==> config.mk <==
export PLATFORM = sky130hd
export DESIGN_NAME = rhl_ram
export DESIGN_NICKNAME = d
export VERILOG_FILES = /design/src/hdl/rhl_ram.sv
export SDC_FILE = /design/constraint.sdc
export NUM_CORES = 1
export LEC_CHECK = 0
export BUFFER_PORTS_ARGS = -buffer_cell sky130_fd_sc_hd__buf_2
export CAP_MARGIN = 10
export CORE_MARGIN = 5
export CORE_UTILIZATION = 45
export DETAILED_ROUTE_END_ITERATION = 10
export GPL_TIMING_DRIVEN = 0
export HOLD_SLACK_MARGIN = 0.02
export PLACE_DENSITY = 0.67
export REMOVE_ABC_BUFFERS = 1
export SYNTH_ARGS = -nofsm -noshare
export SYNTH_HDL_FRONTEND = slang
export SYNTH_SLANG_ARGS = --single-unit
==> constraint.sdc <==
create_clock -name clk_i -period 2.05 [get_ports clk_i]
set_input_delay 0.41 -clock clk_i [delete_from_list [all_inputs] [get_ports clk_i]]
set_output_delay 0.41 -clock clk_i [all_outputs]
set_load 0.005 [all_outputs]
==> src/hdl/rhl_ram.sv <==
// generic single write port, single read port ram with registered read
// no dependencies
module rhl_ram #(
  parameter int unsigned WIDTH = 8,
  parameter int unsigned DEPTH = 16
) (
  input  logic                     clk_i,
  input  logic                     we_i,
  input  logic [$clog2(DEPTH)-1:0] waddr_i,
  input  logic [WIDTH-1:0]         wdata_i,
  input  logic                     re_i,
  input  logic [$clog2(DEPTH)-1:0] raddr_i,
  output logic [WIDTH-1:0]         rdata_o
);

  logic [WIDTH-1:0] mem_q [DEPTH];
  logic [WIDTH-1:0] rdata_q;

  always_ff @(posedge clk_i) begin
    if (we_i) begin
      mem_q[waddr_i] <= wdata_i;
    end
    if (re_i) begin
      rdata_q <= mem_q[raddr_i];
    end
  end

  assign rdata_o = rdata_q;

endmodule

==> results of run 1 <==
worst max-delay path: cells and delay by family:
kind	cells	cell delay [ns]
AO/OA/AOI/OAI	1	0.24
AND/OR/NAND/NOR	1	0.14
multiplexers	1	0.69
buffers and inverters	1	0.47
layout make-up:
| class | instances | area [µm²] |
|---|---|---|
| multi-input combinational | 83 | 1060 |
| tap | 143 | 179 |
| timing repair buffer | 29 | 150 |
| sequential | 136 | 4080 |
| clock inverter | 15 | 130 |
| fill | 898 | 5390 |
| clock buffer | 17 | 425 |
state kept, by name, summed over array words and instances (netlist names):
name and count:
rdata_o 8, mem_q 128
through the flow:
stage	instance area, µm²	setup TNS, ns	instances	total power [mW]
after detailed placement	5470	-6.49	391	3.48
final	6030	0	423	6.22
after floorplan	5140	0	219	3.33
after global routing	6030	0	423	6.44
after global placement	5450	-13.91	388	3.47
after CTS	6030	0	423	6.28
logic make-up (layout without fill, tap and decap cells):
kind of cell / Yosys count / count (layout) / share of synthesized area (%)
compound gates: 16 / 16 / 2.30
buf+inv: 10 / 61 / 1.65
flops: 136 / 136 / 78.1
mux: 32 / 32 / 14.8
simple gates: 35 / 35 / 3.14
synthesized netlist by cell type:
master	count	area, µm²
a22oi_1	16	120
nor2b_1	1	6.26
or3b_2	1	8.76
buf_2	3	15.0
and2b_1	1	7.51
nand2_1	9	33.8
buf_6	3	33.8
clkdlybuf4s25_2	3	30.0
mux4_2	18	405
edfxtp_1	136	4080
nand3_1	1	5.00
nor3_1	4	20.0
nor2_1	13	48.8
buf_4	1	7.51
nand2b_1	2	12.5
and2_1	1	6.26
mux4_1	14	368
nand3b_1	2	15.0
what timing repair did:
action                                  CTS  global route
hold endpoints to repair                  0             0
endpoints found under the setup margin    6             0
buffers inserted                          0             0
gates resized for setup                   1             0
report_power, final:
group          total, mW  internal [mW]  switching (mW)
sequential          3.15           3.13          0.0131
combinational      0.271          0.109           0.162
clock               2.80           1.59            1.21
total               6.22           4.83            1.39
routing by layer:
layer	GRT usage, %	up-vias	wire, µm
li1	-	1065	-
met1	21.7	1262	4200
met2	21.1	79	4710
met3	5.38	4	649
met4	3.87	0	34
met5	0	-	0
worst max-delay path by stage:
stage / cells past startpoint / startpoint / endpoint
floorplan: 2 / waddr_i[2] / mem_q[0][0]
global placement: 4 / raddr_i[0] / rdata_o[2]
detailed placement: 4 / raddr_i[0] / rdata_o[2]
CTS: 4 / raddr_i[0] / rdata_o[2]
global route: 4 / raddr_i[0] / rdata_o[5]
finish: 4 / raddr_i[0] / rdata_o[2]
layout by cell type (no fill, tap or decap), types with 2 or more instances in the layout:
master and instances:
nand3b_1 2, edfxtp_1 136, clkinv_4 5, clkbuf_16 17
buf_2 27, inv_6 6, nand2b_1 2, a22oi_1 16
mux4_2 18, mux4_1 14, nand2_1 9, nor3_1 3
nor2_1 13, buf_4 2, inv_8 2
==> impl_metrics.json, run 1 <==
{
  "root_buffer": "clkbuf_16",
  "core_area_mm2": 0.0114,
  "wirelength_um": 9590,
  "grt_overflow_total": 0,
  "r2r_setup_slack_ns": 0.46,
  "post-route-period-util_pct": 89.1,
  "drive_above_1_share_pct": 28.6,
  "hpwl_um": 5840,
  "status": "complete, no violations",
  "antenna_found_initial": 0,
  "cts_sinks": 136,
  "hold_path_class": "input port to register",
  "ios": 27,
  "syn_area_per_cell_um2": 22.8,
  "hold_ws_ns": 0.352,
  "diodes": 0,
  "p_per_area_mw_per_mm2": 1030,
  "ys_ff_latch": 136,
  "setup_slack_ns": 0.224,
  "cp_data_required_time_ns": 2.18,
  "drc": 0,
  "ctsHoldBuffers": 0,
  "drt_iter0_markers": 245,
  "hold_violations": 0,
  "wl_per_cell_um": 22.7,
  "core.rowCount": 39,
  "timing.fmax_ghz": 0.548,
  "clock_path_buffers": 2,
  "skew_ns": 0.0134,
  "yosys_warnings": 0,
  "slew_violations": 0,
  "start_util_pct": 45.8,
  "dpl_worst_slack_ns": -0.614,
  "cts_tree": "built",
  "synth.distinct_cells": 18,
  "grt_use_total_pct": 14.8,
  "cp_max_fo": 32,
  "setup_viol": 0,
  "synth.cell_area_mm2": 0.00523,
  "endpoint_kind": "register",
  "worst_slew_pin_slew_ns": 0.956,
  "cts-buffers-inserted": 17,
  "nets": 286,
  "grt_pass1_wl_um": 15000,
  "vias": 2410,
  "dieArea_mm2": 0.0139,
  "hold_depth": 1,
  "fin_util_pct": 52.8,
  "synthCells": 229,
  "clk_pin_slew_ns": 0.06,
  "vias_per_cell": 5.70,
  "p_leak_nw": 2.00,
  "max_cap_viol_count": 0,
  "reg2reg_depth": 3,
  "place.gp.congestion": 0.679,
  "postRouteAntennaNets": 0,
  "port_buffers": 26,
  "r2r_start": "mem_q[9][2]",
  "holdCritStartpoint": "re_i",
  "ctsHtreeMaxLevel": 4,
  "grt_max_degree": 33,
  "die_x_um": 118,
  "reg2reg_to": "rdata_o[2]",
  "startpoint_type": "input port",
  "critPathMaxStageDelay_ns": 0.69,
  "first_pass_iters": 7,
  "die_h_um": 118,
  "ir_worst_vdd_v": 0.000808,
  "first_global_vias": 2440,
  "cp.arrival_ns": 1.96,
  "criticalPathCategory": "input port to register",
  "yosysSeqAreaShare_pct": 78.1,
  "maxSlewHeadroom_pct": 36.0,
  "clock_latency_ns": 0.41,
  "crit_chain": "buf_4 -> mux4_1 -> a22oi_1 -> nand2_1",
  "cp_slowest_cell": "mux4_1",
  "rsz0062_at_grt": "no",
  "worst_hold_path.endpoint": "rdata_o[0]",
  "area_growth_pct": 15.4,
  "post-route-min-period_ns": 1.83
}
Note: power is estimated with default switching activity, not from simulation.
==> run 2: changes to the inputs <==
==> constraint.sdc (replaced) <==
create_clock -name clk_i -period 1.7 [get_ports clk_i]
set_input_delay 0.34 -clock clk_i [delete_from_list [all_inputs] [get_ports clk_i]]
set_output_delay 0.34 -clock clk_i [all_outputs]
set_load 0.005 [all_outputs]
==> run 2 against run 1 <==
Sequential share of layout area is 0.13 points lower. Global-route usage is essentially flat. Power up 21%. Clock skew shrank 0.0024 ns. Sequential power rose by 20%. Sequential cell count unchanged. Critical endpoint is now mem_q[1][4].
==> impl_metrics.json, run 2 (same netlist as run 1, synthesis figures left out) <==
{
  "instances_no_fill": 423,
  "vias_per_cell": 5.70,
  "grt_use_total_pct": 14.8,
  "port_buffers": 26,
  "core_area_mm2": 0.0114,
  "dieArea_mm2": 0.0139,
  "reg2reg_depth": 3,
  "largest_reg_flops": 128,
  "cp_data_required_time_ns": 1.73,
  "diodes": 0,
  "wl_per_cell_um": 22.8,
  "ir_worst_vdd_v": 0.000971,
  "vias": 2413,
  "clk_pin_slew_ns": 0.06,
  "startpoint_type": "input port",
  "first_global_vias": 2440,
  "grt_max_degree": 33,
  "ctsHoldBuffers": 0,
  "hold_path_class": "input port to register",
  "drc": 0,
  "cp_max_fo": 8,
  "layout_common_cells": "edfxtp_1 (136), buf_2 (26), mux4_2 (18)",
  "max_cap_viol_count": 0,
  "slew_violations": 0,
  "dp_cells": 391,
  "crit_chain": "buf_2 -> or3b_2 -> nor2_1",
  "p_leak_nw": 2.00,
  "setup_viol": 0,
  "root_buffer": "clkbuf_16",
  "area_growth_pct": 15.6,
  "clock_path_buffers": 2,
  "hold_ws_ns": 0.281,
  "place.gp.congestion": 0.679,
  "start_util_pct": 45.8,
  "criticalPathCategory": "input port to register",
  "antenna_found_initial": 0,
  "grt_overflow_total": 0,
  "timing.fmax_ghz": 0.590,
  "r2r_setup_slack_ns": 0.11,
  "rsz0062_at_grt": "no",
  "hold_violations": 0,
  "post-route-min-period_ns": 1.69,
  "worst-path-stages": 3,
  "post-cts-setup-buffer-count": 0,
  "postRouteAntennaNets": 0,
  "ctsHtreeMaxLevel": 4,
  "grt_pass1_wl_um": 15000,
  "crit_buf_inv": 1,
  "mostFrequentLayoutCell": "edfxtp_1",
  "cts-buffers-inserted": 17,
  "status": "complete, no violations",
  "cp_top_family": "simple AND/OR/NAND/NOR gates",
  "post-route-period-util_pct": 99.6,
  "cp_slowest_cell": "nor2_1",
  "cts_tree": "built",
  "core.rowCount": 39,
  "top_register": "mem_q",
  "cp.arrival_ns": 1.72,
  "skew_ns": 0.0110,
  "endpoint_kind": "register",
  "worst_slew_pin_slew_ns": 0.949,
  "critPathMaxStageDelay_ns": 0.74,
  "drive_above_1_share_pct": 28.9,
  "first_pass_iters": 4,
  "wirelength_um": 9630,
  "die_h_um": 118,
  "nets": 286,
  "p_per_area_mw_per_mm2": 1240,
  "maxSlewHeadroom_pct": 36.5,
  "drt_iter0_markers": 243,
  "clock_latency_ns": 0.41,
  "die_x_um": 118,
  "hpwl_um": 5840,
  "hold_depth": 1,
  "cts_sinks": 136,
  "ios": 27
}
run 2: cell counts in the layout (fill, tap and decap cells not counted):
No cell type changed its count.
run 2: where the power goes:
group          total, mW  internal (mW)  switching [mW]
Sequential          3.79           3.78          0.0159
Clock               3.38           1.92            1.46
Combinational      0.329          0.132           0.196
run 2: metal layers:
metal / part of all wire [%] / wire (µm) / track usage (%) / vias to the layer above
li1: - / - / - / 1065
met2: 50 / 4770 / 21.1 / 81
met3: 7.2 / 697 / 5.38 / 2
met5: 0 / 0 / 0 / -
met4: 0.26 / 25 / 3.87 / 0
met1: 43 / 4140 / 21.7 / 1265
run 2: cell type report:
cell class                 count  area (µm²)
timing repair buffer          29         156
multi-input combinational     83        1070
sequential                   136        4080
clock inverter                15         130
fill                         896        5380
clock buffer                  17         425
tap                          143         179
run 2: repair_timing:
action,4_1_cts,5_1_grt
hold endpoints to repair,0,0
resized for setup,3,1
endpoints found under the setup margin,8,5
run 2: worst paths after layout:
| kind | from | end |
|---|---|---|
| worst min-delay path | re_i | rdata_o[0] |
| worst max register to register | mem_q[9][2] | rdata_o[2] |
| worst max-delay path | waddr_i[2] | mem_q[1][4] |
| worst min register to register | mem_q[15][6] | rdata_o[6] |
run 2: per-stage QoR:
step,cell area [µm²],setup WS (ns),utilization [%],power [mW],setup TNS [ns]
final,6040,0.00620,52.9,7.50,0
after floorplan,5140,-0.133,-,4.01,-1.06
after global routing,6040,0.0114,52.9,7.77,0
after CTS,6040,0.0270,52.9,7.57,0
after detailed placement,5470,-0.894,47.9,4.20,-25.76
after global placement,5450,-0.890,47.7,4.18,-35.39
