$ cat src/hdl/rhl_pkg.sv
// rolling hash run linker: shared types, constants and helper functions
// no dependencies; imported by every module of the block except rhl_ram
package rhl_pkg;

  localparam int unsigned MIN_RUN     = 20;
  localparam int unsigned TABLE_SLOTS = 16381;

  localparam int unsigned HASH_W = 32;
  localparam int unsigned ROT_W  = 5;
  localparam int unsigned TOK_W  = 16;
  localparam int unsigned POS_W  = 24;
  localparam int unsigned SLOT_W = $clog2(TABLE_SLOTS);
  localparam int unsigned CNT_W  = $clog2(MIN_RUN + 1);

  // reciprocal for hash mod TABLE_SLOTS: q = (hash * HASH_RECIP) >> HASH_W
  localparam int unsigned RECIP_W = HASH_W + 1 - SLOT_W;
  localparam logic [RECIP_W-1:0] HASH_RECIP =
    RECIP_W'(64'd4294967296 / 64'(TABLE_SLOTS));

  localparam logic [ROT_W-1:0] ROT_RESET     = ROT_W'(5);
  localparam logic [ROT_W-1:0] OLD_ROT_RESET = ROT_W'((5 * (MIN_RUN - 1)) % 32);

  localparam int unsigned FIFO_DEPTH = 8;
  localparam int unsigned FIFO_PTR_W = $clog2(FIFO_DEPTH);
  localparam int unsigned PEND_W     = $clog2(FIFO_DEPTH + 1);

  typedef struct packed {
    logic [TOK_W-1:0] token_code;
    logic [POS_W-1:0] token_position;
    logic             text_start;
  } tok_in_t;

  typedef struct packed {
    logic [POS_W-1:0] earlier_start;
    logic [POS_W-1:0] later_start;
  } link_out_t;

  // word after the hash update
  typedef struct packed {
    logic              valid;
    logic              emit;
    logic [HASH_W-1:0] hash;
    logic [POS_W-1:0]  run_start;
  } hash_item_t;

  // word after slot reduction
  typedef struct packed {
    logic              valid;
    logic              emit;
    logic [SLOT_W-1:0] slot;
    logic [POS_W-1:0]  run_start;
  } slot_item_t;

  function automatic logic [HASH_W-1:0] rotl32(input logic [HASH_W-1:0] v,
                                               input logic [ROT_W-1:0] s);
    logic [2*HASH_W-1:0] t;
    t = {v, v} << s;
    return t[2*HASH_W-1:HASH_W];
  endfunction

endpackage

$ cat src/hdl/rhl_hash.sv
// token window, run counter and rolling hash update, one token per cycle
// depends on rhl_pkg
module rhl_hash (
  input  logic                     clk_i,
  input  logic                     rst_ni,
  input  logic                     cfg_we_i,
  input  logic [rhl_pkg::ROT_W-1:0] cfg_data_i,
  input  logic                     acc_i,
  input  rhl_pkg::tok_in_t         tok_i,
  output rhl_pkg::hash_item_t      item_o
);
  import rhl_pkg::*;

  logic [ROT_W-1:0]  rot_q, rot_d;
  logic [ROT_W-1:0]  old_rot_q, old_rot_d;
  logic [HASH_W-1:0] hash_q, hash_d;
  logic [CNT_W-1:0]  cnt_q, cnt_d;
  logic [TOK_W-1:0]  win_q [MIN_RUN];
  logic [TOK_W-1:0]  win_d [MIN_RUN];
  hash_item_t        item_q, item_d;

  logic [HASH_W-1:0] hash_base;
  logic [HASH_W-1:0] hash_mix;
  logic [CNT_W-1:0]  cnt_base;
  logic              full;
  logic              emit;

  always_comb begin
    rot_d     = rot_q;
    old_rot_d = old_rot_q;
    if (cfg_we_i) begin
      rot_d     = cfg_data_i;
      old_rot_d = ROT_W'(cfg_data_i * (MIN_RUN - 1));
    end
  end

  always_comb begin
    hash_base = tok_i.text_start ? '0 : hash_q;
    cnt_base  = tok_i.text_start ? '0 : cnt_q;
    full      = cnt_base >= CNT_W'(MIN_RUN);
    // drop the token leaving the window once it is full
    hash_mix  = hash_base ^ (full ? rotl32(HASH_W'(win_q[0]), old_rot_q) : '0);
    emit      = cnt_base >= CNT_W'(MIN_RUN - 1);

    hash_d = hash_q;
    cnt_d  = cnt_q;
    win_d  = win_q;
    item_d = item_q;
    item_d.valid = acc_i;
    if (acc_i) begin
      hash_d = rotl32(hash_mix, rot_q) ^ HASH_W'(tok_i.token_code);
      cnt_d  = emit ? CNT_W'(MIN_RUN) : cnt_base + CNT_W'(1);
      for (int i = 0; i < MIN_RUN - 1; i++) begin
        win_d[i] = tok_i.text_start ? '0 : win_q[i+1];
      end
      win_d[MIN_RUN-1] = tok_i.token_code;
      item_d.emit      = emit;
      item_d.hash      = hash_d;
      item_d.run_start = tok_i.token_position - POS_W'(MIN_RUN - 1);
    end
  end

  always_ff @(posedge clk_i or negedge rst_ni) begin
    if (!rst_ni) begin
      rot_q     <= ROT_RESET;
      old_rot_q <= OLD_ROT_RESET;
      hash_q    <= '0;
      cnt_q     <= '0;
      item_q    <= '0;
    end else begin
      rot_q     <= rot_d;
      old_rot_q <= old_rot_d;
      hash_q    <= hash_d;
      cnt_q     <= cnt_d;
      item_q    <= item_d;
    end
  end

  always_ff @(posedge clk_i) begin
    win_q <= win_d;
  end

  assign item_o = item_q;

endmodule

$ cat config.mk
export PLATFORM = sky130hd
export DESIGN_NAME = rhl_hash
export DESIGN_NICKNAME = d
export VERILOG_FILES = /design/src/hdl/rhl_pkg.sv /design/src/hdl/rhl_hash.sv
export SDC_FILE = /design/constraint.sdc
export NUM_CORES = 1
export LEC_CHECK = 0
export ABC_AREA = 1
export CAP_MARGIN = 15
export CORE_UTILIZATION = 50
export DETAILED_ROUTE_END_ITERATION = 6
export DONT_BUFFER_PORTS = 1
export PLACE_DENSITY = 0.68
export SYNTH_ARGS = -nofsm -noshare
export SYNTH_HDL_FRONTEND = slang
export SYNTH_SLANG_ARGS = --single-unit
export TNS_END_PERCENT = 10
$ cat constraint.sdc
create_clock -name clk_i -period 2.11 [get_ports clk_i]
set_input_delay 0.422 -clock clk_i [delete_from_list [all_inputs] [get_ports clk_i]]
set_output_delay 0.422 -clock clk_i [all_outputs]
set_load 0.005 [all_outputs]
==> results by group <==
Finish
  – Most common cell after layout, fill and taps aside: nand3_1
  – Most frequent cells in the layout: nand3_1, inv_1, nor2_1, edfxtp_1, nand2_1
  – Utilization after layout: 62.1%
  – Final cell count without fillers: about 3200
  – Area Overhead vs Synth: 22.0%
  – # fillers: between 3000 and 4000
  – Final #Nets: 2690
  – Layout cell share with drive strength beyond 1: approximately 22%
  – Ant diodes: 0

STA
  – Worst Tran Pin Value: roughly 830 ps
  – Fmax: around 0.32 GHz
  – Final critical-path required period: 3130 ps
  – Final Slew Violations: 0
  – RSZ-0062 raised after global routing: true
  – Final period util: 148%
  – Final hold vios: 0
  – Setup-failing EPs final: 32
  – Worst Skew: roughly 66 ps
  – Slew headroom: roughly 44%
  – Final worst setup slack: -1020 ps
  – Min Hold Slack: roughly 15 ps

Hold path
  – WHS Endpoint: win_q[46]
  – WHS Path Cells: 0
  – Hold_sp: acc_i
  – Class of the worst hold path: primary input to flip-flop

Setup path
  – Worst Path Arrival: ~3600 ps
  – Setup slack, reg-to-reg: -1020 ps
  – FF-to-FF End: hash_q[17]
  – Setup CP Type: flip-flop to flip-flop
  – Worst EP required: around 2600 ps
  – Startpoint types: flip-flop
  – FF-to-FF path depth: 16
  – Worst-path fanout max: 5
  – Worst setup EP type: flip-flop
  – FF-to-FF Start: old_rot_q[1]

Drt
  – 1st-iter DRT viols: about 1800
  – Vias: about 18000
  – Final wirelength: roughly 66 mm
  – DR vias/cell: around 5.5
  – 1st-pass router iterations: 6
  – Residual DRC: 0
  – Remaining antenna violation count: 0
  – Routed length per instance: between 20 and 25 um

Placed design
  – Post-detail-place hpwl: 45.5 mm
  – GPL Wtd Cong: 1.04
  – DP Cell Count: between 3000 and 4000
  – Pre-CTS setup slack: -1290 ps
  – I/O Buffers: 0

Status
  – Failing checks: negative setup slack
  – Status: complete, but fails checks

Yosys
  – Unique masters post-synth: 44
  – Mapped Nets: 2506
  – #FFs+latches synth: around 390
  – Yosys warnings: 0
  – Netlist Area Pre-Place: 0.0214 mm^2
  – Syn avg cell area: 8.74 um^2
  – Synthesized instance count: 2448
  – Post-synth EDFFs: between 300 and 400
  – Most common flop cell mapped by yosys: edfxtp_1
  – Asr flop ratio synth: 18.4%
  – Sequential area share after synthesis: approximately 53%

Floorplanning
  – Area of the core: approximately 0.042 mm^2
  – DIE WIDTH: 209 um
  – Core Rows: 75
  – IO Count: roughly 110
  – Die area: around 0.044 mm^2
  – Initial Util: between 50% and 60%
  – Die height: ~210 um

Clock tree
  – Clk_lat worst skew: 620 ps
  – CTS tree: yes
  – Clock transition at the registers of the reported paths: about 60 ps
  – Clock Path Buffers: 3
  – Clock root cell: clkbuf_16
  – TritonCTS Buffers: 43
  – H-tree levels: 2
  – Clock Sink Count: 392

Global route
  – Pin count of the biggest net entering global routing: approximately 390
  – First-pass GRT wire length: about 100 mm
  – Initial antenna violation count: 1
  – Tot GR Track Use: between 30% and 40%
  – Vias in the first global route: 17103
  – Total gr overflow: 0

Pwr
  – Peak supply drop: 0.721 mV
  – NetSw: about 0.0067 W
  – Lkg Pwr: about 12 nW
  – Sw frac: between 30% and 40%
  – Seq pwr share: a little over two fifths
  – Int Pwr: 0.0155 W
  – Power Dens Cells: between 800 and 900 mW/mm^2
  – Clock share of power: between 30% and 40%
  – Combinational power share: 22.9%

Run
  – Max-cap violation count: 0
-- sequential cells by signal, summed over array words and instances (netlist names) --
signal / count
old_rot_q: 4
hash_q: 32
item_o: 26
win_q: 320
rot_q: 5
cnt_q: 5
-- cell usage after synthesis, types with 9 or more instances --
library cell  instances  area (um^2)
dfrtp_1              66         1650
xnor2_1              11         96.3
nand2_2              23          144
nand3_1             597         2990
o21ai_1              16         80.1
buf_2                34          170
o211ai_1             15          113
edfxtp_1            320         9610
xor2_1                9         78.8
nand2_1             281         1050
nor2_1              364         1370
clkbuf_1             59          221
o21ai_0              26          130
buf_1                25         93.8
nand3_2             131         1310
inv_1               395         1480
-- worst max-delay path by stage --
| stage | from | end | slack (ps) |
|---|---|---|---|
| 6_report | old_rot_q[1] | hash_q[17] | -1020 |
| 5_1_grt | old_rot_q[1] | hash_q[17] | -1140 |
| 4_1_cts | old_rot_q[1] | hash_q[17] | -960 |
| 3_5_place_dp | rot_q[0] | hash_q[17] | -1290 |
| 3_3_place_gp | old_rot_q[1] | hash_q[17] | -1280 |
| 2_1_floorplan | old_rot_q[1] | hash_q[19] | -2 |
-- layer usage --
metal  global-route usage [%]  routed length (um)  up-vias
met5                        0                   0        -
met4                     12.0                2530        0
met3                     4.70                4280      113
met2                     48.3               30400      584
met1                     42.8               29200     8490
li1                         -                   -     8457
-- kinds of logic after synthesis --
kind of cell,share of synthesized area (%)
AND/OR/NAND/NOR,33.2
buffers and inverters,9.99
flip-flops,53.4
AO/OA/AOI/OAI,2.10
XOR/XNOR,0.819
adder cells (fa/ha/maj),0.503
-- power groups by stage --
| stage | Clock, W | Combinational, W | Sequential, W |
|---|---|---|---|
| finish | 0.00778 | 0.00508 | 0.00934 |
| global route | 0.00818 | 0.00549 | 0.00939 |
| CTS | 0.00792 | 0.00486 | 0.00934 |
| detailed placement | 0 | 0.00438 | 0.00948 |
| global placement | 0 | 0.00437 | 0.00947 |
| floorplan | 0 | 0.00269 | 0.00939 |
-- worst max-delay path: stages, from the launching register on --
cell	delay, ps
dfstp_2	630
clkinvlp_4	220
buf_6	180
buf_4	140
nand3_2	90
nor2_1	70
nand2_1	110
nand2_1	110
nand2_2	110
nand3_4	130
nand3_4	160
nand3_4	90
nand3_4	100
nand2_2	80
buf_6	110
o211ai_1	540
o21ai_1	150
-- repair_timing --
action | in CTS | in global routing
hold buffers | 36 | 2
hold endpoints to repair | 237 | 52
setup buffers | 22 | 4
resized for setup | 112 | 47
endpoints found under the setup margin | 32 | 33
cloned | 2 | 0
pin swaps | 28 | 25
-- per-stage QoR --
stage | TNS, ps | instance area [um^2] | total power [W]
6_report | -25720 | 26100 | 0.0222
5_1_grt | -31910 | 26100 | 0.0231
3_3_place_gp | -26030 | 23200 | 0.0138
4_1_cts | -24010 | 25800 | 0.0221
2_1_floorplan | -1.55 | 21400 | 0.0121
3_5_place_dp | -25070 | 23200 | 0.0139
-- cell type report --
class                   instances  area (um^2)  share of cell area, %
repair buffers                270         2430                   9.31
clock buffers                  56         1160                   4.46
flip-flops and latches        392        11400                   43.8
well taps                     539          674                   2.58
repair inverters                1         7.51                 0.0288
clock inverters                23          282                   1.08
inverters                     399         1500                   5.76
multi-input cells            1525         8610                   33.0
Power figures use the tool's default switching activity.
