[config.mk]
export PLATFORM = sky130hd
export DESIGN_NAME = rhl_slot_mod
export DESIGN_NICKNAME = d
export VERILOG_FILES = /design/src/hdl/rhl_pkg.sv /design/src/hdl/rhl_slot_mod.sv
export SDC_FILE = /design/constraint.sdc
export NUM_CORES = 1
export LEC_CHECK = 0
export BUFFER_PORTS_ARGS = -buffer_cell sky130_fd_sc_hd__buf_2
export CAP_MARGIN = 20
export CORE_ASPECT_RATIO = 1.25
export CORE_MARGIN = 2
export CORE_UTILIZATION = 47
export DETAILED_ROUTE_END_ITERATION = 6
export PLACE_DENSITY = 0.68
export SKIP_CTS_REPAIR_TIMING = 1
export SYNTH_ARGS = -nofsm -noshare
export SYNTH_HDL_FRONTEND = slang
export SYNTH_SLANG_ARGS = --single-unit
[constraint.sdc]
create_clock -name clk_i -period 9.8 [get_ports clk_i]
set_input_delay 0.98 -clock clk_i [delete_from_list [all_inputs] [get_ports clk_i]]
set_output_delay 0.98 -clock clk_i [all_outputs]
set_load 0.01 [all_outputs]
[src/hdl/rhl_pkg.sv]
// rolling hash run linker: shared types, constants and helper functions
// no dependencies; imported by every module of the block except rhl_ram
package rhl_pkg;

  localparam int unsigned MIN_RUN     = 20;
  localparam int unsigned TABLE_SLOTS = 16381;

  localparam int unsigned HASH_W = 32;
  localparam int unsigned ROT_W  = 5;
  localparam int unsigned TOK_W  = 16;
  localparam int unsigned POS_W  = 24;
  localparam int unsigned SLOT_W = $clog2(TABLE_SLOTS);
  localparam int unsigned CNT_W  = $clog2(MIN_RUN + 1);

  // reciprocal for hash mod TABLE_SLOTS: q = (hash * HASH_RECIP) >> HASH_W
  localparam int unsigned RECIP_W = HASH_W + 1 - SLOT_W;
  localparam logic [RECIP_W-1:0] HASH_RECIP =
    RECIP_W'(64'd4294967296 / 64'(TABLE_SLOTS));

  localparam logic [ROT_W-1:0] ROT_RESET     = ROT_W'(5);
  localparam logic [ROT_W-1:0] OLD_ROT_RESET = ROT_W'((5 * (MIN_RUN - 1)) % 32);

  localparam int unsigned FIFO_DEPTH = 8;
  localparam int unsigned FIFO_PTR_W = $clog2(FIFO_DEPTH);
  localparam int unsigned PEND_W     = $clog2(FIFO_DEPTH + 1);

  typedef struct packed {
    logic [TOK_W-1:0] token_code;
    logic [POS_W-1:0] token_position;
    logic             text_start;
  } tok_in_t;

  typedef struct packed {
    logic [POS_W-1:0] earlier_start;
    logic [POS_W-1:0] later_start;
  } link_out_t;

  // word after the hash update
  typedef struct packed {
    logic              valid;
    logic              emit;
    logic [HASH_W-1:0] hash;
    logic [POS_W-1:0]  run_start;
  } hash_item_t;

  // word after slot reduction
  typedef struct packed {
    logic              valid;
    logic              emit;
    logic [SLOT_W-1:0] slot;
    logic [POS_W-1:0]  run_start;
  } slot_item_t;

  function automatic logic [HASH_W-1:0] rotl32(input logic [HASH_W-1:0] v,
                                               input logic [ROT_W-1:0] s);
    logic [2*HASH_W-1:0] t;
    t = {v, v} << s;
    return t[2*HASH_W-1:HASH_W];
  endfunction

endpackage

[src/hdl/rhl_slot_mod.sv]
// three stage hash mod TABLE_SLOTS: reciprocal multiply, back multiply,
// subtract with one correction; depends on rhl_pkg
module rhl_slot_mod (
  input  logic                clk_i,
  input  logic                rst_ni,
  input  rhl_pkg::hash_item_t item_i,
  output rhl_pkg::slot_item_t item_o
);
  import rhl_pkg::*;

  localparam int unsigned PROD_W = HASH_W + RECIP_W;
  localparam int unsigned QD_W   = RECIP_W + SLOT_W;

  // stage 1: quotient estimate, low by at most one
  logic              v1_q, e1_q;
  logic [HASH_W-1:0] h1_q;
  logic [POS_W-1:0]  p1_q;
  logic [RECIP_W-1:0] q1_q;
  logic [PROD_W-1:0] prod;

  // stage 2: quotient times divisor
  logic              v2_q, e2_q;
  logic [HASH_W-1:0] h2_q;
  logic [POS_W-1:0]  p2_q;
  logic [HASH_W-1:0] qd2_q;
  logic [QD_W-1:0]   qd_full;

  // stage 3: remainder below twice the divisor, one correction
  logic [SLOT_W:0]   rem;
  logic [SLOT_W-1:0] slot;
  slot_item_t        out_q;

  assign prod    = PROD_W'(item_i.hash) * PROD_W'(HASH_RECIP);
  assign qd_full = QD_W'(q1_q) * QD_W'(TABLE_SLOTS);

  always_comb begin
    rem  = (SLOT_W+1)'(h2_q - qd2_q);
    slot = (rem >= (SLOT_W+1)'(TABLE_SLOTS)) ? SLOT_W'(rem - (SLOT_W+1)'(TABLE_SLOTS))
                                             : SLOT_W'(rem);
  end

  always_ff @(posedge clk_i or negedge rst_ni) begin
    if (!rst_ni) begin
      v1_q  <= 1'b0;
      v2_q  <= 1'b0;
      out_q <= '0;
    end else begin
      v1_q            <= item_i.valid;
      v2_q            <= v1_q;
      out_q.valid     <= v2_q;
      out_q.emit      <= e2_q;
      out_q.slot      <= slot;
      out_q.run_start <= p2_q;
    end
  end

  always_ff @(posedge clk_i) begin
    e1_q <= item_i.emit;
    h1_q <= item_i.hash;
    p1_q <= item_i.run_start;
    q1_q <= prod[HASH_W +: RECIP_W];

    e2_q  <= e1_q;
    h2_q  <= h1_q;
    p2_q  <= p1_q;
    qd2_q <= HASH_W'(qd_full);
  end

  assign item_o = out_q;

endmodule

==> results of run 1 <==
[worst max-delay path, delay by kind of cell (launching register included)]
family	cells	cell delay, ps
buffers and inverters	5	350
AOI/OAI and AO/OA	3	480
and+or+nand+nor	1	60
adders and majority gates	7	3590
DFF	1	420
[layout by cell type, fill, tap and decap left out, drive strengths merged, types with 26 or more instances in the layout]
cell type,Yosys,layout
buf,4,99
nor2,36,36
a21oi,39,39
ha,172,172
fa,59,59
inv,175,184
nand2,38,38
xnor2,38,38
dfxtp,110,110
o21ai,26,26
dfrtp,42,42
[registers in the layout, indices dropped and copies added, names as in the netlist]
signal  count
e1_q        1
e2_q        1
h1_q       15
h2_q       15
item_o     40
p1_q       24
p2_q       24
q1_q       15
qd2_q      15
v1_q        1
v2_q        1
[metal layers]
layer | up-vias | wire [um]
li1 | 3429 | -
met5 | - | 0
met2 | 156 | 10100
met3 | 31 | 726
met1 | 3188 | 7900
met4 | 0 | 452
[area by class of cell]
| type | count | area (um2) | area share, % |
|---|---|---|---|
| timing repair buffer | 99 | 495 | 4.45 |
| clock buffer | 17 | 425 | 3.82 |
| clock inverter | 15 | 131 | 1.18 |
| sequential | 152 | 3250 | 29.2 |
| inverter | 175 | 657 | 5.90 |
| multi-input combinational | 616 | 5830 | 52.3 |
| tap | 274 | 343 | 3.08 |
[kinds of logic after synthesis]
group                      count (synthesis)  synth area share (%)
adders and majority gates                231                  34.1
buffers and inverters                    185                  7.15
and+or+nand+nor                          178                  9.89
DFF                                      152                  33.3
xor gates and xnor gates                  55                  5.00
muxes                                      3                 0.307
AOI/OAI and AO/OA                        149                  10.3
[through the flow]
step	hold WS, ps	cell area, um2
6_report	323	11100
5_1_grt	328	11100
4_1_cts	325	11100
3_5_place_dp	312	10600
3_3_place_gp	310	10600
2_1_floorplan	310	9780
[final timing paths]
check / startpoint / end / slack (ps)
min reg2reg: p2_q[18] / item_o[18] / 320
min in group asynchronous: rst_ni / item_o[21] / 670
min: p2_q[18] / item_o[18] / 320
max: q1_q[0] / qd2_q[13] / 4750
max reg2reg: q1_q[0] / qd2_q[13] / 4750
max in group asynchronous: rst_ni / item_o[10] / 8560
==> qor.csv, run 1 <==
stage,metric,value,unit
grt,initial antenna violation count,0,
sta,unrepaired setup endpoints after global routing,no,
grt,met3 GRT Util,2.87,%
critical_path,R2R cell count,16,
grt,met2 Use GR,36.3,%
floorplan,Starting Density,47.5,%
grt,largest net degree at the start of global routing,43,
cts,root buf cell,clkbuf_16,
floorplan,I/O pin cnt,100,
place,input/output buffers,99,
cts,Worst-path clk slew,60,ps
cts,CTS H-Tree Depth,4,
routing,Routed Antenna Nets,0,
cts,worst skew pair latency,420,ps
grt,gr ovfl total,0,
yosys,Synth Flop Type,dfxtp_1,
floorplan,Die ar.,22000,um2
routing,Initial DRC Count,192,
grt,GRT met1 Usage,20.5,%
cts,CTS max path bufs,2,
yosys,Synth Register Bits,152,
finish,Fill cells,1844,
yosys,Unique masters post-synth,69,
yosys,sequential area share after synthesis,33.3,%
grt,global-route wire length before repair,32.3,mm
sta,setup_tns,0,ps
outcome,outcome,"complete, no violations",
grt,number of global-route vias before repair,6993,
yosys,Synth area leaders,"dfxtp_1 23%, ha_1 22%, fa_1 12%, dfrtp_1 11%, inv_1 6.7%",
critical_path,worst path cell trace,"fa_1, inv_1, fa_1, fa_1, fa_1, inv_1, fa_1, inv_1, fa_1, inv_1, ha_1, inv_1, nor4_1, a21oi_1, o211ai_1, a311o_1",
sta,Slew Limit Fails,0,
routing,drt wl/cell,14.2,um
routing,final wirelength,19.2,mm
routing,via count,6804,
routing,vias per cell,5.05,
finish,share of cells above drive strength 1,14.0,%
critical_path,critical path data required time,10110,ps
yosys,number of synthesized flops with an enable pin,0,
sta,Final Hold Violating Endpoints,0,
yosys,most frequent cell after synthesis,inv_1,
cts,Sink Count,152,
yosys,ys async rst share,27.6,%
place,dpl ws,4710,ps
critical_path,Startpoint Class,flip-flop,
yosys,Mapped Area,9780,um2
critical_path,endpoint class of the critical path,flip-flop,
yosys,Post-Syn Instances,953,
grt,GRT Max-Usage Layer,met2,
yosys,synth cell count leaders,"175 x inv_1, 172 x ha_1, 110 x dfxtp_1",
worst_hold_path,Worst Hold Class,flip-flop to flip-flop,
place,Final GP Congestion,0.948,
grt,GR Util All Layers,18.7,%
floorplan,Core Area,20600,um2
sta,worst slew pin tran,881,ps
sta,Setup Skew,6.44,ps
floorplan,row count,59,
critical_path,Max stage delay on crit path,660,ps
sta,fin crit share,51.5,%
critical_path,critical path class,flip-flop to flip-flop,
critical_path,worst-path fanout max,8,
critical_path,"most used cell, CP",fa_1,
yosys,Yosys top cell by area,dfxtp_1,
routing,drt pass-1 iters,5,
yosys,Syn Nets,1244,
finish,Layout Cells excl Fill,1348,
place,Cells after DPL,1316,
sta,Max Fclk,0.198,GHz
finish,final core occ,54.1,%
cts,CTS tree,done,
critical_path,CP max stage cell,fa_1,
routing,DRC Markers,0,
sta,min cycle time layout,5050,ps
job,Max Cap Viol,0,
floorplan,Die H,165,um
yosys,Synth top area share,22.5,%
finish,Layout Nets,1352,
place,dpl hpwl,16.2,mm
critical_path,WP data arrival,5360,ps
yosys,Mapped Avg Cell Area,10.3,um2
finish,number of diodes,0,
sta,Slew HR,41.3,%
finish,Syn-to-layout area delta,13.8,%
cts,CTS Buf Count,17,
floorplan,die width,133,um
worst_hold_path,Hold Crit Depth,0,
sta,Setup WS post-layout,4750,ps
yosys,Synth Warn #,0,
sta,Setup Viol. Count Final,0,
Power of run 1 is not shown: default switching activity piles up to over one toggle a cycle in this logic, so the estimate is an artifact.
==> run 2: changes to the inputs <==
--- a/config.mk
+++ b/config.mk
@@ -11,7 +11,7 @@
 export CORE_MARGIN = 2
 export CORE_UTILIZATION = 47
 export DETAILED_ROUTE_END_ITERATION = 6
-export PLACE_DENSITY = 0.68
+export PLACE_DENSITY = 0.7
 export SKIP_CTS_REPAIR_TIMING = 1
 export SYNTH_ARGS = -nofsm -noshare
 export SYNTH_HDL_FRONTEND = slang
==> constraint.sdc (replaced) <==
create_clock -name clk_i -period 4.6 [get_ports clk_i]
set_input_delay 0.46 -clock clk_i [delete_from_list [all_inputs] [get_ports clk_i]]
set_output_delay 0.46 -clock clk_i [all_outputs]
set_load 0.01 [all_outputs]
==> qor.csv, run 2 (synthesis gave the netlist of run 1 again) <==
stage,metric,value,unit
floorplan,Starting Density,47.5,%
place,Final GP Congestion,0.867,
grt,GR Util All Layers,18.6,%
sta,Slew HR,41.6,%
finish,post-route cell area,11600,um2
sta,min cycle time layout,4590,ps
finish,share of cells above drive strength 1,20.8,%
outcome,outcome,"complete, no violations",
grt,initial antenna violation count,0,
sta,Final Hold Violating Endpoints,0,
finish,Largest register FFs,40,
routing,vias per cell,4.99,
place,dpl cell area,10800,um2
sta,Max Fclk,0.218,GHz
grt,largest net degree at the start of global routing,43,
sta,worst slew pin tran,876,ps
cts,CTS H-Tree Depth,4,
cts,root buf cell,clkbuf_16,
place,input/output buffers,99,
critical_path,Startpoint Class,flip-flop,
cts,worst skew pair latency,420,ps
worst_hold_path,Worst Hold Class,primary input to flip-flop,
routing,drt wl/cell,14.0,um
floorplan,I/O pin cnt,100,
critical_path,WP data arrival,4900,ps
critical_path,endpoint class of the critical path,flip-flop,
sta,unrepaired setup endpoints after global routing,yes,
sta,Setup Skew,8.89,ps
cts,CTS max path bufs,2,
finish,Fill cells,1762,
sta,setup_tns,0,ps
critical_path,worst-path fanout max,4,
finish,Layout Nets,1388,
grt,global-route wire length before repair,32.3,mm
critical_path,critical path class,flip-flop to flip-flop,
place,dpl hpwl,16.2,mm
finish,"commonest non-fill, non-tap cell in the layout",inv_1,
routing,Routed Antenna Nets,0,
finish,Syn-to-layout area delta,18.7,%
routing,DRC Markers,0,
cts,Sink Count,152,
cts,Worst-path clk slew,60,ps
sta,Hold WS,139,ps
routing,Initial DRC Count,230,
sta,fin crit share,99.8,%
sta,Slew Limit Fails,0,
routing,via count,6910,
sta,Setup Viol. Count Final,0,
finish,most frequent cells in the layout,"164 x inv_1, 162 x ha_1, 102 x dfxtp_1",
routing,drt pass-1 iters,4,
cts,CTS tree,done,
routing,final wirelength,19.3,mm
job,Max Cap Viol,0,
finish,number of diodes,0,
floorplan,row count,59,
floorplan,Die ar.,22000,um2
floorplan,die width,133,um
grt,number of global-route vias before repair,7102,
grt,gr ovfl total,0,
cts,CTS Buf Count,17,
floorplan,Die H,165,um
floorplan,Core Area,20600,um2
critical_path,critical path data required time,4910,ps
-- run 2: changes by cell type in the layout (fill, tap and decap cells not counted), moves of 4 or more --
cell     change
buf_4       +36
ha_4         +9
dfxtp_1      -8
ha_1        -10
fa_1         -4
inv_2       +10
dfxtp_2      +6
a21oi_2      +5
a21oi_1      -5
inv_1       -11
fa_2         +4
-- run 2: through the flow --
stage / std cells / setup slack [ps] / util (%)
floorplan: 953 / 20.2 / -
detailed placement: 1348 / -167 / 52.6
CTS: 1380 / -185 / 55.3
global placement: 1348 / -70.4 / 52.6
finish: 1384 / 8.46 / 56.4
global route: 1384 / -166 / 56.4
-- run 2: cell type report --
class                   count  area [um2]  area share [%]
clock buffers              17         425            3.66
clock inverters            15         141            1.22
inverters                 175         659            5.68
multi-input cells         616        6000            51.7
flip-flops and latches    152        3270            28.2
well taps                 274         343            2.95
repair buffers            135         766            6.60
-- run 2: worst max-delay path, cell delays in order (launching register included) --
cell	delay, ps
dfxtp_4	360
fa_2	590
inv_2	40
fa_1	550
fa_1	460
fa_1	510
inv_2	40
fa_1	470
inv_1	50
fa_2	520
inv_2	40
ha_4	270
inv_4	40
a21oi_2	110
o211ai_1	100
a311o_1	320
-- run 2: metal layers --
metal	up-vias	share of wire, %	track usage (%)
met1	3247	41	20.1
met4	0	2.1	6.50
met2	137	53	36.7
met5	-	0	0
li1	3495	-	-
met3	31	3.6	2.78
-- run 2: path summary, 6_finish.rpt --
path | startpoint | endpoint | slack, ps | depth (start not counted)
worst max-delay path | q1_q[4] | qd2_q[13] | 8 | 15
worst min-delay path | item_i[1] | p1_q[1] | 140 | 1
worst max register to register | q1_q[4] | qd2_q[13] | 8 | 15
worst min register to register | p2_q[17] | item_o[17] | 320 | 0
max in group asynchronous | rst_ni | item_o[12] | 3890 | 1
min in group asynchronous | rst_ni | item_o[15] | 150 | 1
Power of run 2 is left out for the same reason.
