**src/hdl/rhl_pkg.sv**
```systemverilog
// rolling hash run linker: shared types, constants and helper functions
// no dependencies; imported by every module of the block except rhl_ram
package rhl_pkg;

  localparam int unsigned MIN_RUN     = 20;
  localparam int unsigned TABLE_SLOTS = 16381;

  localparam int unsigned HASH_W = 32;
  localparam int unsigned ROT_W  = 5;
  localparam int unsigned TOK_W  = 16;
  localparam int unsigned POS_W  = 24;
  localparam int unsigned SLOT_W = $clog2(TABLE_SLOTS);
  localparam int unsigned CNT_W  = $clog2(MIN_RUN + 1);

  // reciprocal for hash mod TABLE_SLOTS: q = (hash * HASH_RECIP) >> HASH_W
  localparam int unsigned RECIP_W = HASH_W + 1 - SLOT_W;
  localparam logic [RECIP_W-1:0] HASH_RECIP =
    RECIP_W'(64'd4294967296 / 64'(TABLE_SLOTS));

  localparam logic [ROT_W-1:0] ROT_RESET     = ROT_W'(5);
  localparam logic [ROT_W-1:0] OLD_ROT_RESET = ROT_W'((5 * (MIN_RUN - 1)) % 32);

  localparam int unsigned FIFO_DEPTH = 8;
  localparam int unsigned FIFO_PTR_W = $clog2(FIFO_DEPTH);
  localparam int unsigned PEND_W     = $clog2(FIFO_DEPTH + 1);

  typedef struct packed {
    logic [TOK_W-1:0] token_code;
    logic [POS_W-1:0] token_position;
    logic             text_start;
  } tok_in_t;

  typedef struct packed {
    logic [POS_W-1:0] earlier_start;
    logic [POS_W-1:0] later_start;
  } link_out_t;

  // word after the hash update
  typedef struct packed {
    logic              valid;
    logic              emit;
    logic [HASH_W-1:0] hash;
    logic [POS_W-1:0]  run_start;
  } hash_item_t;

  // word after slot reduction
  typedef struct packed {
    logic              valid;
    logic              emit;
    logic [SLOT_W-1:0] slot;
    logic [POS_W-1:0]  run_start;
  } slot_item_t;

  function automatic logic [HASH_W-1:0] rotl32(input logic [HASH_W-1:0] v,
                                               input logic [ROT_W-1:0] s);
    logic [2*HASH_W-1:0] t;
    t = {v, v} << s;
    return t[2*HASH_W-1:HASH_W];
  endfunction

endpackage

```
**src/hdl/rhl_out_fifo.sv**
```systemverilog
// small result queue between the slot table stage and the output port
// depends on rhl_pkg; overflow is prevented by the credit count in the top level
module rhl_out_fifo (
  input  logic               clk_i,
  input  logic               rst_ni,
  input  logic               push_i,
  input  rhl_pkg::link_out_t push_data_i,
  input  logic               pop_i,
  output logic               valid_o,
  output rhl_pkg::link_out_t data_o
);
  import rhl_pkg::*;

  link_out_t              mem_q [FIFO_DEPTH];
  logic [FIFO_PTR_W-1:0]  wr_ptr_q, wr_ptr_d;
  logic [FIFO_PTR_W-1:0]  rd_ptr_q, rd_ptr_d;
  logic [PEND_W-1:0]      cnt_q, cnt_d;
  logic                   do_pop;

  assign valid_o = cnt_q != '0;
  assign data_o  = mem_q[rd_ptr_q];
  assign do_pop  = pop_i && valid_o;

  always_comb begin
    wr_ptr_d = push_i ? wr_ptr_q + FIFO_PTR_W'(1) : wr_ptr_q;
    rd_ptr_d = do_pop ? rd_ptr_q + FIFO_PTR_W'(1) : rd_ptr_q;
    cnt_d    = cnt_q + PEND_W'(push_i) - PEND_W'(do_pop);
  end

  always_ff @(posedge clk_i or negedge rst_ni) begin
    if (!rst_ni) begin
      wr_ptr_q <= '0;
      rd_ptr_q <= '0;
      cnt_q    <= '0;
    end else begin
      wr_ptr_q <= wr_ptr_d;
      rd_ptr_q <= rd_ptr_d;
      cnt_q    <= cnt_d;
    end
  end

  always_ff @(posedge clk_i) begin
    if (push_i) begin
      mem_q[wr_ptr_q] <= push_data_i;
    end
  end

endmodule

```
**config.mk**
```make
export PLATFORM = sky130hd
export DESIGN_NAME = rhl_out_fifo
export DESIGN_NICKNAME = d
export VERILOG_FILES = /design/src/hdl/rhl_pkg.sv /design/src/hdl/rhl_out_fifo.sv
export SDC_FILE = /design/constraint.sdc
export NUM_CORES = 1
export LEC_CHECK = 0
export ABC_AREA = 1
export BUFFER_PORTS_ARGS = -buffer_cell sky130_fd_sc_hd__buf_2
export CAP_MARGIN = 20
export CORE_MARGIN = 4
export CORE_UTILIZATION = 60
export CTS_CLUSTER_DIAMETER = 200
export CTS_CLUSTER_SIZE = 28
export DETAILED_ROUTE_END_ITERATION = 7
export GPL_TIMING_DRIVEN = 0
export PLACE_DENSITY = 0.84
export SYNTH_ARGS = -nofsm -noshare
export SYNTH_HDL_FRONTEND = slang
export SYNTH_SLANG_ARGS = --single-unit
export TNS_END_PERCENT = 20
```
**constraint.sdc**
```tcl
create_clock -name clk_i -period 3.6 [get_ports clk_i]
set_input_delay 0.72 -clock clk_i [delete_from_list [all_inputs] [get_ports clk_i]]
set_output_delay 0.72 -clock clk_i [all_outputs]
set_load 0.1 [all_outputs]
```
==> summary.md, run 1 <==
| Metric | Value |
|---|---|
| Status | `completed` |
| Design Area, Final | `19,100 sq um` |
| Largest net degree at the start of global routing | `30` |
| Die height | `177 microns` |
| # clock sinks | `394` |
| Reg2Reg Depth | `11` |
| Cell taking the most area after synthesis | `edfxtp_1` |
| WL final | `41.2 mm` |
| CTS tree | `built` |
| Clk root buf | `clkbuf_16` |
| Setup WS pre-CTS | `0.801 ns` |
| H-tree levels | `1` |
| Global-route wire length before repair | `64.0 mm` |
| Crit end category | `primary output` |
| Routed Antenna Nets | `0` |
| Critical path fanouts, max | `10` |
| Max Slew Vio Count | `0` |
| Final Cycle Share | `95.6%` |
| Clock transition at path regs | `0.11 ns` |
| Row count | `61` |
| Reg2reg end | `cnt_q[2]$_DFF_PN0_` |
| R2R Setup Slk | `1.27 ns` |
| Global Route Usage Sum | `26.4%` |
| Setup Skew | `0.0230 ns` |
| Final Hold Vio Count | `0` |
| Pre-Repair DR Iteration Count | `6` |
| Share of layout cells above drive strength 1 | `10.7%` |
| Most frequent cells in the layout | `637 x nand2_1, 399 x inv_1, 384 x edfxtp_1` |
| Clk_lat worst skew | `0.54 ns` |
| Num CTS Buffers | `18` |
| Distinct cells, synth | `18` |
| Min-Delay Path Class | `in2async` |
| DR vias | `12,100` |
| Hold buffers post-CTS | `0` |
| Mapped Area | `17,200 sq um` |
| Post-DP HPWL | `26.3 mm` |
| Synth Register Bits | `394` |
| Synth top area share | `67.0%` |
| Actual slew at the worst max-slew pin | `0.902 ns` |
| Yosys warns | `0` |
| Total of max-cap violations | `0` |
| Placed cell area | `18,600 sq um` |
| Max-Slew Margin vs Limit | `39.8%` |
| Sequential element share of the synthesized area | `68.5%` |
| Total gr overflow | `0` |
| Placer Congestion | `0.768` |
| Die X | `177 microns` |
| Startpoint Class | `flip-flop` |
| Fmax | `0.291 GHz` |
| Drt wl/cell | `18.3 microns` |
| Die ar. | `31,500 sq um` |
| Starting Density | `61.4%` |
| Leading cell type in the layout, fill and taps excluded | `nand2_1` |
| Top cells by area, synth | `edfxtp_1 67%, nand2_1 14%, inv_1 8.7%` |
| Drt drc | `0` |
| CTS Buffer Depth | `3` |
| Final net count | `1,919` |
| DR iter-0 viols | `1,397` |
| Initial antenna violation count | `4` |
| Final setup fails | `0` |
| Vias per cell | `5.36` |
| Core footprint | `28,000 sq um` |
| Worst EP arrival | `2.72 ns` |
| Final WS setup | `0.160 ns` |
| Syn Nets | `1,786` |
| Mean Syn Cell Area | `9.97 sq um` |
| Period minus WS final | `3.44 ns` |
| PortBufs | `100` |
| Worst path required time | `2.88 ns` |
| RSZ-0062 raised after global routing | `false` |
| Worst R2R Start | `cnt_q[2]$_DFF_PN0_` |
| Postcts setup bufs | `0` |
| Number of global-route vias before repair | `12,300` |
| Ports | `101` |
| PostCTS Resize Cnt | `0` |
| Syn-to-layout area delta | `11.1%` |
| Gate Count Post-Synth | `1,726` |
| CP Class | `reg2out` |
[area by class of cell]
| type | count | area (sq um) |
|---|---|---|
| antenna | 3 | 7.51 |
| buffer | 74 | 350 |
| clock buffer | 31 | 520 |
| clock inverter | 1 | 30.0 |
| fill | 1886 | 8890 |
| inverter | 401 | 1510 |
| multi-input combinational | 857 | 3630 |
| sequential | 394 | 11800 |
| tap | 378 | 473 |
| timing repair buffer | 113 | 821 |
[cells by family (layout without fill, tap and decap cells)]
| family | Yosys count | after routing | synth area share [%] |
|---|---|---|---|
| AND/OR/NAND/NOR | 840 | 840 | 19.7 |
| buffers and inverters | 475 | 620 | 10.8 |
| flip-flops | 394 | 394 | 68.5 |
| adder cells (fa/ha/maj) | 8 | 8 | 0.625 |
| XOR/XNOR | 5 | 5 | 0.255 |
| AO/OA/AOI/OAI | 4 | 4 | 0.116 |
| other | 0 | 3 | 0 |
[metal layers]
| metal | global-route usage (%) | vias to the layer above | share of wire [%] |
|---|---|---|---|
| li1 | - | 5591 | - |
| met1 | 34.1 | 5609 | 37 |
| met2 | 45.9 | 754 | 50 |
| met3 | 3.66 | 109 | 10 |
| met4 | 10.2 | 4 | 3.1 |
| met5 | 0 | - | 0.065 |
[cells in the mapped netlist]
cell type,n
nand2_1,637
nor2_1,8
dfrtp_1,10
fa_1,1
buf_1,2
edfxtp_1,384
xor2_1,3
inv_2,2
xnor2_1,2
or2_2,1
ha_1,7
a21oi_1,1
buf_4,1
inv_1,399
o21ai_0,3
clkbuf_1,16
buf_2,55
nand3_1,194
[per-stage QoR]
stage               utilization, %  TNS, ns  instances  hold slack [ns]
CTS                           68.2        0       2249           0.0517
global route                  68.2        0       2251           0.0588
detailed placement            66.3        0       2217            0.514
finish                        68.3        0       2252           0.0632
floorplan                        -        0       1726            0.424
global placement              64.9  -662.51       2204            0.511
[worst max path at each step]
stage	slack, ns	to	depth (start not counted)	from
floorplan	0.06	mem_q[0][0]$_DFFE_PP_	3	push_i
global placement	-1.98	mem_q[0][20]$_DFFE_PP_	4	push_i
detailed placement	0.80	data_o[42]	8	rd_ptr_q[1]$_DFFE_PN0P_
CTS	0.23	data_o[29]	8	rd_ptr_q[1]$_DFFE_PN0P_
global route	0.04	data_o[35]	8	rd_ptr_q[1]$_DFFE_PN0P_
finish	0.16	data_o[35]	8	rd_ptr_q[1]$_DFFE_PN0P_
[state kept, by name, indices dropped and copies added (netlist names)]
name	cells
rd_ptr_q	3
cnt_q	4
wr_ptr_q	3
mem_q	384
[worst max-delay path, cell delays in order, from the launching register on]
cell and delay, ns:
dfrtp_1 0.41, buf_2 0.19, inv_2 0.14, clkbuf_1 0.59, nand3_1 0.17, nand2_1 0.10, nand2_1 0.05, nand2_1 0.11
buf_2 0.43
Power of run 1 is left out: the tool's default activity adds up to more than one toggle a clock period on the data nets, which glitch-free logic cannot reach.
==> run 2, diff against run 1 <==
--- a/config.mk
+++ b/config.mk
@@ -9,12 +9,13 @@
 export BUFFER_PORTS_ARGS = -buffer_cell sky130_fd_sc_hd__buf_2
 export CAP_MARGIN = 20
 export CORE_MARGIN = 4
-export CORE_UTILIZATION = 60
+export CORE_UTILIZATION = 55
 export CTS_CLUSTER_DIAMETER = 200
 export CTS_CLUSTER_SIZE = 28
 export DETAILED_ROUTE_END_ITERATION = 7
 export GPL_TIMING_DRIVEN = 0
-export PLACE_DENSITY = 0.84
+export PLACE_DENSITY = 0.81
+export SLEW_MARGIN = 20
 export SYNTH_ARGS = -nofsm -noshare
 export SYNTH_HDL_FRONTEND = slang
 export SYNTH_SLANG_ARGS = --single-unit
==> constraint.sdc (replaced) <==
create_clock -name clk_i -period 3 [get_ports clk_i]
set_input_delay 0.6 -clock clk_i [delete_from_list [all_inputs] [get_ports clk_i]]
set_output_delay 0.6 -clock clk_i [all_outputs]
set_load 0.1 [all_outputs]
==> run 2 against run 1 <==
Against the previous run:
- count of clock-buffer cells in the layout is 1 lower
- setup slack lost 0.13 ns
- global-route usage down 2.5 points
- largest cell class unchanged
- highest routed layer unchanged
==> summary.md, run 2 (synthesis results as in run 1) <==
| Metric | Value |
|---|---|
| DR vias | `12,100 (-0.0083%)` |
| RSZ-0062 raised after global routing | `true` |
| Final WS setup | `0.0270 ns (-0.133 ns)` |
| Global-route wire length before repair | `63.5 mm (-0.70%)` |
| Worst path required time | `2.40 ns (-0.48 ns)` |
| Hold path startpoint | `push_data_i[19]` |
| Most flops, register | `mem_q` |
| Placer Congestion | `0.770 (+0.25%)` |
| Starting Density | `56.0% (-5.5 points)` |
| Actual slew at the worst max-slew pin | `0.775 ns (-0.126 ns)` |
| Pre-Repair DR Iteration Count | `6 (unchanged)` |
| CTS Buffer Depth | `3 (unchanged)` |
| Final Util | `63.5% (-4.7 points)` |
| Period minus WS final | `2.97 ns` |
| Final Hold Vio Count | `0 (unchanged)` |
| Ports | `101 (unchanged)` |
| Die height | `185 microns (+4.2%)` |
| Share of layout cells above drive strength 1 | `11.5% (+0.77 points)` |
| Max-Slew Margin vs Limit | `48.2% (+8.4 points)` |
| Filler cells | `2,274 (+21%)` |
| Critical Path Most Common Cell | `nand2_1` |
| Most frequent cells in the layout | `637 x nand2_1, 399 x inv_1, 384 x edfxtp_1` |
| Largest net degree at the start of global routing | `30 (unchanged)` |
| Clk_lat worst skew | `0.55 ns (about the same)` |
| Clock transition at path regs | `0.11 ns (about the same)` |
| Total gr overflow | `0 (unchanged)` |
| PortBufs | `100 (unchanged)` |
| Number of global-route vias before repair | `12,200 (-1.1%)` |
| Final net count | `1,924 (+0.26%)` |
| Total of max-cap violations | `0 (unchanged)` |
| Worst hold path depth | `1` |
| Routed Antenna Nets | `0 (unchanged)` |
| Setup WS pre-CTS | `0.305 ns (-0.495 ns)` |
| Row count | `64 (+4.9%)` |
| R2R Setup Slk | `0.74 ns (-0.53 ns)` |
| Syn-to-layout area delta | `13.5%` |
| Max FFs per register | `384 (unchanged)` |
| CP max stage delay | `0.40 ns (-0.19 ns)` |
| Clk root buf | `clkbuf_16` |
| Hold endpoint | `mem_q[5][19]$_DFFE_PP_` |
| Critical-path cell list | `buf_2 -> inv_2 -> buf_4 -> buf_4 -> nand3_1 -> nand2_1 -> nand2_1 -> nand2_1 -> buf_6` |
| Setup Skew | `0.0314 ns (+0.00837 ns)` |
| Startpoint Class | `flip-flop` |
| CTS tree | `built` |
| Post-DP HPWL | `26.5 mm (+0.63%)` |
| H-tree levels | `1 (unchanged)` |
| Worst EP arrival | `2.37 ns (-0.35 ns)` |
| Final Cycle Share | `99.1%` |
| Status | `completed` |
| Crit end category | `primary output` |
| WL final | `41.4 mm (+0.51%)` |
| Num CTS Buffers | `18 (unchanged)` |
| Leading cell type in the layout, fill and taps excluded | `nand2_1` |
| Die ar. | `34,200 sq um (+8.7%)` |
| Max Slew Vio Count | `0 (unchanged)` |
| Min-Delay Path Class | `in2reg` |
| Final setup fails | `0 (unchanged)` |
| Initial antenna violation count | `7 (+3)` |
| Worst R2R Start | `cnt_q[2]$_DFF_PN0_` |
| Hold slack | `0.310 ns (+0.247 ns)` |
| Setup TNS | `0 ns (unchanged)` |
| Die X | `185 microns (+4.2%)` |
| Reg2reg end | `cnt_q[2]$_DFF_PN0_` |
| Core footprint | `30,700 sq um (+9.8%)` |
| Drt wl/cell | `18.2 microns (-0.59%)` |
| DR iter-0 viols | `1,477 (+5.7%)` |
| CP Class | `reg2out` |
| # clock sinks | `394 (unchanged)` |
| Drt drc | `0 (unchanged)` |
| CP max stage cell | `dfrtp_1` |
| Top flop regs | `mem_q x384, cnt_q x4` |
| Critical path fanouts, max | `10 (unchanged)` |
| Vias per cell | `5.30 (-1.1%)` |
| Global Route Usage Sum | `24.0% (-2.5 points)` |
| Reg2Reg Depth | `11 (unchanged)` |
| Fmax | `0.336 GHz` |
==> run 2: cell count changes in the layout (fill, tap and decap cells not counted), sizes merged <==
| cell | previous run | this run |
|---|---|---|
| diode | 3 | 5 |
| dlygate4sd3 | 0 | 1 |
| clkinv | 1 | 2 |
| buf | 171 | 160 |
| clkbuf | 47 | 61 |
==> run 2: how the worst max path moves through the flow <==
stage                                        from                      to  slack, ns  cells past startpoint
after detailed placement  rd_ptr_q[1]$_DFFE_PN0P_              data_o[30]       0.31                      8
after global routing      rd_ptr_q[1]$_DFFE_PN0P_              data_o[21]      -0.04                      9
after global placement                     push_i  mem_q[0][17]$_DFFE_PP_      -2.40                      4
after floorplan                            push_i   mem_q[0][0]$_DFFE_PP_      -0.42                      3
final                     rd_ptr_q[1]$_DFFE_PN0P_              data_o[44]       0.03                      9
after CTS                 rd_ptr_q[1]$_DFFE_PN0P_              data_o[15]    -0.0005                      8
==> run 2: what timing repair did <==
item                                   4_1_cts  5_1_grt
setup endpoints to repair                   48       48
gates resized for setup                     60       50
hold buffers                                 1        0
setup buffers                                0        0
endpoints found under the hold margin       10        0
==> run 2: stage by stage <==
step,cells,instance area [sq um]
after global routing,2277,19500
after detailed placement,2239,18700
final,2277,19500
after CTS,2272,19400
after global placement,2222,18200
after floorplan,1726,17200
==> run 2: critical path: cells and delay by family (launching register included) <==
kind | cells | cell delay, ns
and+or+nand+nor | 4 | 0.38
DFF | 1 | 0.40
buffers and inverters | 5 | 1.04
==> run 2: cell type report <==
| type | count | area, sq um | share of cell area [%] |
|---|---|---|---|
| multi-input cells | 857 | 3630 | 18.6 |
| clock inverters | 2 | 46.3 | 0.237 |
| plain buffers | 74 | 409 | 2.09 |
| well taps | 396 | 495 | 2.54 |
| diodes | 5 | 12.5 | 0.0641 |
| flip-flops and latches | 394 | 11800 | 60.3 |
| clock buffers | 30 | 495 | 2.54 |
| inverters | 401 | 1510 | 7.71 |
| repair buffers | 118 | 1160 | 5.93 |
==> run 2: per-layer routing <==
metal	vias up	share of wire [%]	wire length, microns	global-route usage, %
met3	104	9.1	3760	3.36
li1	5614	-	-	-
met2	667	49	20500	40.2
met4	4	3.2	1340	10.3
met5	-	0.048	20	0
met1	5677	38	15800	31.7
Power of run 2 is left out for the same reason.
